==> src/aafc_pkg.sv <==
// ----------------------------------------------------------------------------
// aafc_pkg - shared types and constants
// Operation codes, sequencer states, field widths and the distance unit's
// control and result groups for the aging address filter.
// ----------------------------------------------------------------------------
package aafc_pkg;

    // Field widths
    localparam int ADDR_W     = 24;
    localparam int ENTRY_W    = 25;              // valid bit over address
    localparam int DIST_W     = 5;
    localparam int COUNT_O_W  = 11;
    localparam int OUT_W      = 48;

    // Golden-ratio multiplier for the home slot
    localparam logic [31:0] HASH_MULT = 32'h9E37_79B1;

    // Register reset value and the "nothing yet" distance
    localparam logic [DIST_W-1:0] MAX_BITS_RST = 5'd2;
    localparam logic [DIST_W-1:0] DIST_NONE    = 5'd25;

    typedef enum logic [1:0] {
        OP_ADD     = 2'd0,
        OP_TEST    = 2'd1,
        OP_EXPIRE  = 2'd2,
        OP_CORRECT = 2'd3
    } op_t;

    typedef enum logic [2:0] {
        ST_CLEAR,
        ST_IDLE,
        ST_HASH,
        ST_PROBE_RD,
        ST_PROBE_CHK,
        ST_SCAN,
        ST_SCAN_END,
        ST_DONE
    } state_t;

    // Sequencer to distance unit
    typedef struct packed {
        logic start;    // clear the running best
        logic check;    // entry on the bus is to be compared
    } dist_ctl_t;

    // Distance unit to sequencer
    typedef struct packed {
        logic              unique_hit;
        logic [ADDR_W-1:0] addr;
        logic [DIST_W-1:0] distance;
    } dist_res_t;

endpackage

==> src/aafc_dist.sv <==
// ----------------------------------------------------------------------------
// aafc_dist - Hamming distance and best-match tracker
// Compares one stored entry per cycle against the syndrome and keeps the
// closest nonzero distance within the limit, flagging distinct ties.
// ----------------------------------------------------------------------------
module aafc_dist (
    input  logic                                clk,
    input  logic                                rst_n,
    input  aafc_pkg::dist_ctl_t                 ctl,
    input  logic [aafc_pkg::ENTRY_W-1:0]        entry,
    input  logic [aafc_pkg::ADDR_W-1:0]         syndrome,
    input  logic [aafc_pkg::DIST_W-1:0]         limit,
    output aafc_pkg::dist_res_t                 res
);

    logic [aafc_pkg::DIST_W-1:0] best_d_reg, best_d_next;
    logic [aafc_pkg::ADDR_W-1:0] best_a_reg, best_a_next;
    logic                        amb_reg, amb_next;

    logic [aafc_pkg::ADDR_W-1:0] ent_addr;
    logic [aafc_pkg::DIST_W-1:0] ham_d;
    logic                        qual;

    // Distance of the current entry and whether it may compete
    assign ent_addr = entry[aafc_pkg::ADDR_W-1:0];
    assign ham_d    = aafc_pkg::DIST_W'($countones(ent_addr ^ syndrome));
    assign qual     = ctl.check && entry[aafc_pkg::ENTRY_W-1] &&
                      (ham_d != '0) && (ham_d <= limit);

    // Running best update
    always_comb
    begin
        best_d_next = best_d_reg;
        best_a_next = best_a_reg;
        amb_next    = amb_reg;
        priority if (ctl.start)
        begin
            best_d_next = aafc_pkg::DIST_NONE;
            best_a_next = '0;
            amb_next    = 1'b0;
        end
        else if (qual && (ham_d < best_d_reg))
        begin
            best_d_next = ham_d;
            best_a_next = ent_addr;
            amb_next    = 1'b0;
        end
        else if (qual && (ham_d == best_d_reg) && (ent_addr != best_a_reg))
        begin
            amb_next = 1'b1;
        end
        else
        begin
            amb_next = amb_reg;
        end
    end

    always_ff @(posedge clk or negedge rst_n)
    begin
        if (!rst_n)
        begin
            best_d_reg <= aafc_pkg::DIST_NONE;
            best_a_reg <= '0;
            amb_reg    <= 1'b0;
        end
        else
        begin
            best_d_reg <= best_d_next;
            best_a_reg <= best_a_next;
            amb_reg    <= amb_next;
        end
    end

    // A winner of zero never counts
    assign res.unique_hit = (best_a_reg != '0) && !amb_reg;
    assign res.addr       = best_a_reg;
    assign res.distance   = best_d_reg;

endmodule

==> config.mk <==
export PLATFORM = sky130hd
export DESIGN_NAME = aafc_dist
export DESIGN_NICKNAME = d
export VERILOG_FILES = /design/src/aafc_pkg.sv /design/src/aafc_dist.sv
export SDC_FILE = /design/constraint.sdc
export NUM_CORES = 1
export LEC_CHECK = 0
export BUFFER_PORTS_ARGS = -buffer_cell sky130_fd_sc_hd__buf_4
export CAP_MARGIN = 20
export CORE_MARGIN = 2
export CORE_UTILIZATION = 30
export DETAILED_ROUTE_END_ITERATION = 12
export HOLD_SLACK_MARGIN = 0.02
export SYNTH_ARGS = -nofsm -noshare
export SYNTH_HDL_FRONTEND = slang
export SYNTH_SLANG_ARGS = --single-unit
export TNS_END_PERCENT = 10
==> constraint.sdc <==
create_clock -name clk -period 3.1 [get_ports clk]
set_input_delay 0.155 -clock clk [delete_from_list [all_inputs] [get_ports clk]]
set_output_delay 0.155 -clock clk [all_outputs]
set_load 0.1 [all_outputs]
## After elaboration in Yosys (flattened, before gate mapping)

Index checks and enable logic that the tools add are counted.

| storage, ports and cells | value |
|---|---|
| register bits after elaboration | 30 |
| output and inout bits | 30 |

| operators by class | value |
|---|---|
| $add $sub $neg | 23 |
| magnitude comparators | 2 |
| equality and inequality tests | 2 |
| multiplexer cells | 7 |
| bitwise operators | 1 |
| reduce and logical (&&, ||, !) cells | 12 |

Operators by type and width:

| cell | number |
|---|---|
| $mux 24 | 2 |
| $add 1x1->2 | 12 |
| $ne 24x24->1 | 1 |
| $reduce_bool 24->1 | 1 |
| $xor 24x24->24 | 1 |
| $add 2x2->3 | 6 |
| $add 3x3->4 | 3 |
| $mux 5 | 2 |
| $logic_and 1x1->1 | 7 |
| $add 4x4->5 | 1 |
| $add 5x4->5 | 1 |
| $eq 5x5->1 | 1 |
| $le 5x5->1 | 1 |
| $lt 5x5->1 | 1 |
| $reduce_bool 5->1 | 1 |
| $mux 1 | 3 |
| $reduce_bool 3->1 | 1 |
| $reduce_bool 2->1 | 1 |
| $logic_not 1->1 | 1 |

## Longest topological paths before layout

Gate-level depths: netlist of the first run.

| depth | value |
|---|---|
| depth in word-level cells | 14 |
| depth in mapped cells | 23 |

## Worst setup path before layout of the first run

Ideal clock, no wire load.

| timing | value |
|---|---|
| path type | input to register |
| from | in syndrome[11] (netlist name) |
| to | reg best_a_reg[10] (netlist name) |
| setup time | 136 ps |
| data arrival time | 5517 ps |
| required time | 2964 ps |
| setup slack | -2554 ps |
| cell stages on the path | 22 |
| cell sequence | xor2_1 -> fa_1 -> inv_1 -> fa_1 -> inv_1 -> fa_1 -> fa_1 -> inv_1 -> fa_1 -> inv_1 -> ha_1 -> fa_1 -> xnor2_1 -> inv_1 -> ha_1 -> o21ai_0 -> o21ai_0 -> a311o_1 -> buf_6 -> buf_6 -> o31ai_1 -> a21oi_1 |

| on the way | value |
|---|---|
| cells in the longest elaborated chain, start to end | 11 |
| elaborated cells on any way between the ends | 13 |
| those cells by class | 5 x add/sub; 2 x order compare; 1 x bitwise; 5 x reduce/logical |

Ends and longest elaborated chain:

| element | line | text |
|---|---|---|
| from (decl) | aafc_dist.sv:11 | `input logic [aafc_pkg::ADDR_W-1:0] syndrome,` |
| $xor 24x24->24 * | aafc_dist.sv:26 | `assign ham_d = aafc_pkg::DIST_W'($countones(ent_addr ^ syndrome));` |
| $add 1x1->2 (implied by the code) * | aafc_dist.sv:26 |  |
| $add 2x2->3 (implied by the code) * | aafc_dist.sv:26 |  |
| $add 3x3->4 (implied by the code) * | aafc_dist.sv:26 |  |
| $add 4x4->5 (implied by the code) * | aafc_dist.sv:26 |  |
| $add 5x4->5 (implied by the code) * | aafc_dist.sv:26 |  |
| parallel branches: the longest is 3 deep, another holds $le 5x5->1 | - |  |
| $logic_and 1x1->1 * | aafc_dist.sv:42 | `else if (qual && (ham_d < best_d_reg))` |
| $reduce_bool 2->1 (no source line) * | - |  |
| to (signal assigned) | aafc_dist.sv:69 | `best_a_reg <= best_a_next;` |
| to (decl) | aafc_dist.sv:17 | `logic [aafc_pkg::ADDR_W-1:0] best_a_reg, best_a_next;` |

Every way passes the cells marked *.
A chain may end at the register's enable or synchronous reset.

## Final worst setup path of the first run

| timing | value |
|---|---|
| from | in entry[21] (netlist name) |
| to | reg best_a_reg[19] (netlist name) |

| on the way | value |
|---|---|
| cells in the longest elaborated chain, start to end | 10 |
| elaborated cells on any way between the ends | 12 |
| those cells by class | 4 x add/sub; 2 x order compare; 1 x bitwise; 5 x reduce/logical |

Ends and longest elaborated chain:

| element | line | text |
|---|---|---|
| from (decl) | aafc_dist.sv:10 | `input logic [aafc_pkg::ENTRY_W-1:0] entry,` |
| $xor 24x24->24 * | aafc_dist.sv:26 |  |
| $add 1x1->2 (implied by the code) * | aafc_dist.sv:26 |  |
| $add 2x2->3 (implied by the code) * | aafc_dist.sv:26 |  |
| $add 3x3->4 (implied by the code) * | aafc_dist.sv:26 |  |
| $add 5x4->5 (implied by the code) * | aafc_dist.sv:26 |  |
| parallel branches: the longest is 3 deep, another holds $le 5x5->1 | - |  |
| $logic_and 1x1->1 * | aafc_dist.sv:42 |  |
| $reduce_bool 2->1 (no source line) * | - |  |

Marks and branches as above.

==> impl_metrics.csv, run 1 <==
group,metric,value,unit
run_status,status,"finished with violations",
run_status,violations,"setup timing",
global_routing,antenna_found_initial,0,
setup_path,critical-path-slowest-cell,"fa_1",
floorplan,die_x,101,um
setup_path,worstReg2RegStart,"best_d_reg[1]",
clock_tree,cts_made_buffers,5,
floorplan,io_pins,88,
timing,relSlewSlack,0.680,
setup_path,cp-start-kind,"input pin",
timing,finalHoldViolCount,0,
global_routing,overflow,0,
global_routing,grt_first_pass_wirelength,14900,um
worst_hold_path,min_delay_path_depth,3,
placement,portBuffers,87,
worst_hold_path,min_to,"best_a_reg[2]",
synth,ys_seq_area_frac,0.267,
timing,fin_crit_sh,1.74,
synth,synthArstFlopShare,1.00,
finish,largest_reg_flops,24,
floorplan,initial_core_util,0.307,
worst_hold_path,worstHoldStart,"entry[2]",
timing,setup_viol,30,
drt,wl,9950,um
global_routing,top_usage_layer,"met2",
setup_path,cp.buffers_inverters,6,
finish,antenna_cells,0,
finish,num-nets-final,524,
worst_hold_path,min_path_type,"in -> reg",
setup_path,r2r_cells,9,
floorplan,design.core.area,9200,um2
run,maxCapViolCount,0,
global_routing,use_met2,0.306,
synth,synthesis.area,2830,um2
setup_path,critPathMaxStageDelay,0.55,ns
clock_tree,cts-htree-levels,2,
setup_path,cp_top_family,"adder cells",
synth,synthCells,301,
clock_tree,cts_tree,"built",
timing,slew_viol_final,0,
timing,rsz0062_at_grt,"yes",
finish,fin_area,4550,um2
finish,final_cell_mix,"buf_4, inv_1, nand4_1, xnor2_1, dfrtp_1",
setup_path,arrival,5.54,ns
floorplan,fp-row-count,35,
timing,fin_crit,5.39,ns
global_routing,grt_use_total,0.186,
drt,post_drt_wl_per_cell,18.2,um
global_routing,use_met3,0.0257,
setup_path,worstSetupPathType,"in -> reg",
setup_path,cp-end-kind,"flop",
setup_path,r2r-end,"best_a_reg[19]",
setup_path,path_cells,"buf_8 > xor2_2 > fa_1 > inv_1 > fa_1 > fa_1 > inv_2 > fa_1 > inv_1 > fa_1 > inv_1 > ha_2 > fa_2 > ha_1 > a211oi_4 > nor3_2 > a311o_2 > clkbuf_16 > o31ai_1 > a21oi_1",
setup_path,rrSetupSlack,1.04,ns
placement,gp_congestion,0.894,
global_routing,grt_pass1_vias,2906,
drt,first_iter_violations,180,
setup_path,required,3.25,ns
clock_tree,clock-root-buffer,"clkbuf_8",
floorplan,chipHeight,101,um
timing,finClkSkew,0.00607,ns
clock_tree,clock-sinks,30,
clock_tree,clock_path_buffers,2,
placement,hpwl,7480,um
timing,max_freq,185,MHz
finish,layout_commonest_cell,"buf_4",
drt,vias,2889,
clock_tree,clk_latency,0.29,ns
synth,ys_ff_latch,30,
clock_tree,clk_pin_slew,0.07,ns
global_routing,grt_max_degree,35,
synth,ys_warn_count,0,
drt,route.detailed.drc,0,
placement,place_area,4030,um2
finish,syn_to_final_growth,60.9,%
global_routing,use_met1,0.260,
setup_path,path_max_fanout,12,
finish,drive_above_1_share,0.487,
placement,dp_slack,-2.58,ns
synth,synth_fp_nets,390,
floorplan,dieArea,10200,um2
drt,dr.pass1.iters,5,
drt,vias_per_cell,5.29,
synth,synth_edf_count,0,
timing,postLayoutSetupSlackWorst,-2.29,ns
setup_path,cp.depth,20,
timing,tightest_slew,0.476,ns
setup_path,cp_common_cell,"fa_1",
synth,syn_avg_cell_area,9.39,um2
synth,yosysUniqueCellTypes,40,
synth,synth_ff_type,"dfrtp_1",
drt,antenna_left,0,
==> how the worst max path moves through the flow <==
stage | startpoint | end | slack, ns
2_1_floorplan | syndrome[21] | best_d_reg[0] | -2.17
3_3_place_gp | syndrome[21] | best_a_reg[19] | -2.58
3_5_place_dp | syndrome[21] | best_d_reg[1] | -2.58
4_1_cts | syndrome[21] | best_d_reg[2] | -2.16
5_1_grt | entry[21] | amb_reg | -2.46
6_report | entry[21] | best_a_reg[19] | -2.29
==> final cells by class <==
| type | instances | area (um2) |
|---|---|---|
| flip-flops and latches | 30 | 754 |
| multi-input cells | 219 | 2200 |
| clock inverters | 1 | 30.0 |
| fillers | 865 | 4650 |
| inverters | 33 | 124 |
| well taps | 111 | 139 |
| clock buffers | 6 | 82.6 |
| repair buffers | 146 | 1210 |
==> Yosys cell counts, types with 4 or more instances <==
| cell type | n | area [um2] |
|---|---|---|
| nor4_1 | 9 | 56.3 |
| nand4_1 | 30 | 188 |
| xor2_1 | 21 | 184 |
| inv_1 | 33 | 124 |
| ha_1 | 14 | 175 |
| nor2_1 | 8 | 30.0 |
| clkbuf_1 | 11 | 41.3 |
| o31ai_1 | 25 | 188 |
| xnor2_1 | 29 | 254 |
| a31oi_1 | 4 | 25.0 |
| fa_1 | 17 | 340 |
| dfrtp_1 | 27 | 676 |
| nand3_1 | 5 | 25.0 |
| a21oi_1 | 29 | 145 |
==> tightest hold or removal path, delay by kind of cell <==
family	cells	cell delay (ns)
AOI/OAI and AO/OA	1	0.07
buffers and inverters	1	0.14
and+or+nand+nor	1	0.08
==> cells by family after synthesis <==
group,Yosys count,synth area share
compound gates,72,0.172
xor+xnor,50,0.155
fa+ha+maj,31,0.182
buf+inv,52,0.0797
flops,30,0.267
mux,3,0.0106
simple gates,63,0.134
==> metal layers <==
| layer | wire length (um) | vias to the layer above |
|---|---|---|
| met5 | 0 | - |
| met4 | 139 | 0 |
| met3 | 558 | 13 |
| met2 | 4910 | 118 |
| met1 | 4340 | 1417 |
| li1 | - | 1341 |
==> timing repair <==
action	in CTS	in global routing
pin swaps	8	26
hold endpoints to repair	27	0
cloned	0	2
buffers inserted	2	3
hold buffers	1	0
endpoints found under the setup margin	30	30
resized for setup	24	37
==> metrics by stage <==
| stage | setup TNS [ns] | util | hold slack (ns) | instances |
|---|---|---|---|---|
| 2_1_floorplan | -64.01 | - | -0.141 | 301 |
| 3_3_place_gp | -76.66 | 0.438 | 0.109 | 531 |
| 3_5_place_dp | -76.14 | 0.438 | 0.116 | 531 |
| 4_1_cts | -64.01 | 0.465 | 0.175 | 541 |
| 5_1_grt | -72.16 | 0.495 | 0.202 | 546 |
| 6_report | -67.32 | 0.495 | 0.189 | 546 |
Power of run 1 is left out: the tool's default activity adds up to more than one toggle a clock period on the data nets, which glitch-free logic cannot reach.
==> inputs of run 2 (changes only) <==
CORE_ASPECT_RATIO = 2   (was default)
PLACE_DENSITY = 0.52   (was default)
==> impl_metrics.csv, run 2 (synthesis gave the netlist of run 1 again) <==
group,metric,value,unit
setup_path,critical-path-slowest-cell,"fa_1",
global_routing,grt_pass1_vias,3216,
setup_path,arrival,5.57,ns
global_routing,grt_first_pass_wirelength,16800,um
clock_tree,cts_tree,"built",
finish,multi_input_area,2080,um2
clock_tree,clock-sinks,30,
timing,relSlewSlack,0.719,
clock_tree,clock-root-buffer,"clkbuf_16",
clock_tree,clk_pin_slew,0.06,ns
floorplan,die_x,72.6,um
clock_tree,cts-htree-levels,2,
worst_hold_path,min_to,"best_a_reg[2]",
global_routing,grt_max_degree,35,
drt,vias,2937,
finish,drive_above_1_share,0.449,
finish,num-nets-final,527,
floorplan,design.core.area,9260,um2
timing,postLayoutSetupSlackWorst,-2.26,ns
timing,fin_crit,5.36,ns
worst_hold_path,min_path_type,"in -> reg",
timing,tightest_slew,0.421,ns
finish,antenna_cells,0,
drt,route.detailed.drc,0,
global_routing,overflow,0,
run,maxCapViolCount,0,
timing,setup_viol,30,
drt,antenna_left,0,
clock_tree,cts_made_buffers,5,
setup_path,cp_common_cell,"fa_1",
run_status,violations,"setup timing",
clock_tree,clk_latency,0.28,ns
timing,max_freq,187,MHz
setup_path,cp.buffers_inverters,9,
timing,finClkSkew,0.00284,ns
finish,layout_commonest_cell,"buf_4",
global_routing,grt_use_total,0.217,
drt,first_iter_violations,235,
floorplan,chipHeight,141,um
floorplan,fp-row-count,50,
placement,post-place-cells,529,
finish,finalNonFillerCells,543,
setup_path,cp-startpoint,"entry[17]",
global_routing,antenna_found_initial,0,
setup_path,cp-end-kind,"flop",
clock_tree,clock_path_buffers,2,
drt,post_drt_wl_per_cell,19.9,um
timing,fin_crit_sh,1.73,
timing,finalHoldViolCount,0,
placement,gp_congestion,0.924,
placement,portBuffers,87,
finish,ff_latch_area,754,um2
finish,final_cell_mix,"buf_4, inv_1, nand4_1, xnor2_1, dfrtp_1",
setup_path,r2r_cells,9,
worst_hold_path,worstHoldStart,"entry[2]",
drt,wl,10800,um
run_status,status,"finished with violations",
setup_path,critPathMaxStageDelay,0.54,ns
setup_path,cp_top_family,"adder cells",
floorplan,io_pins,88,
timing,whs,0.185,ns
drt,vias_per_cell,5.41,
setup_path,rrSetupSlack,1.04,ns
timing,slew_viol_final,0,
finish,syn_to_final_growth,58.9,%
setup_path,cp-start-kind,"input pin",
floorplan,dieArea,10300,um2
setup_path,required,3.31,ns
timing,rsz0062_at_grt,"yes",
setup_path,worstReg2RegStart,"best_d_reg[1]",
floorplan,initial_core_util,0.305,
finish,largest_reg_flops,24,
finish,fillers,921,
setup_path,path_max_fanout,8,
placement,dp_slack,-2.58,ns
worst_hold_path,min_delay_path_depth,3,
setup_path,r2r-end,"best_a_reg[21]",
drt,dr.pass1.iters,4,
setup_path,worstSetupPathType,"in -> reg",
placement,hpwl,8490,um
## run 2: cell type report
| cell class | count | area share |
|---|---|---|
| clock buffers | 5 | 0.0279 |
| clock inverters | 3 | 0.00892 |
| inverters | 33 | 0.0276 |
| multi-input cells | 219 | 0.462 |
| flip-flops and latches | 30 | 0.168 |
| well taps | 104 | 0.0290 |
| repair buffers | 149 | 0.276 |
## run 2: how the worst max path moves through the flow
stage                                 to  depth (start not counted)
final                     best_a_reg[17]                         25
after detailed placement  best_a_reg[16]                         22
after global routing      best_a_reg[13]                         23
after global placement    best_a_reg[16]                         23
after floorplan            best_d_reg[0]                         22
after CTS                  best_a_reg[5]                         25
## run 2: what timing repair did
item,in CTS,in global routing
hold endpoints to repair,27,0
buffers inserted,3,0
gates resized for setup,19,9
endpoints found under the setup margin,30,30
cloned,1,1
pin swaps,13,5
hold buffers,1,0
## run 2: routing by layer
| metal | GRT usage | share of wire |
|---|---|---|
| met4 | 0.0945 | 0.049 |
| met2 | 0.410 | 0.57 |
| met1 | 0.233 | 0.34 |
| met5 | 0 | 0 |
| met3 | 0.0249 | 0.045 |
## run 2: per-stage QoR
step / TNS [ns] / utilization / area, um2
6_report: -66.56 / 0.485 / 4490
5_1_grt: -72.79 / 0.485 / 4490
4_1_cts: -65.81 / 0.477 / 4420
3_5_place_dp: -76.12 / 0.442 / 4100
3_3_place_gp: -75.06 / 0.442 / 4100
2_1_floorplan: -64.01 / - / 2950
## run 2: worst register-to-register path, cell delays in order, from the launching register on
cell and delay, ns:
dfrtp_1 0.42, inv_1 0.07, ha_1 0.32, nand3b_1 0.12, nand3_1 0.13, a31oi_4 0.19
o21bai_4 0.13, buf_4 0.19, o31ai_1 0.26, a21oi_1 0.10
Power of run 2 is left out for the same reason.
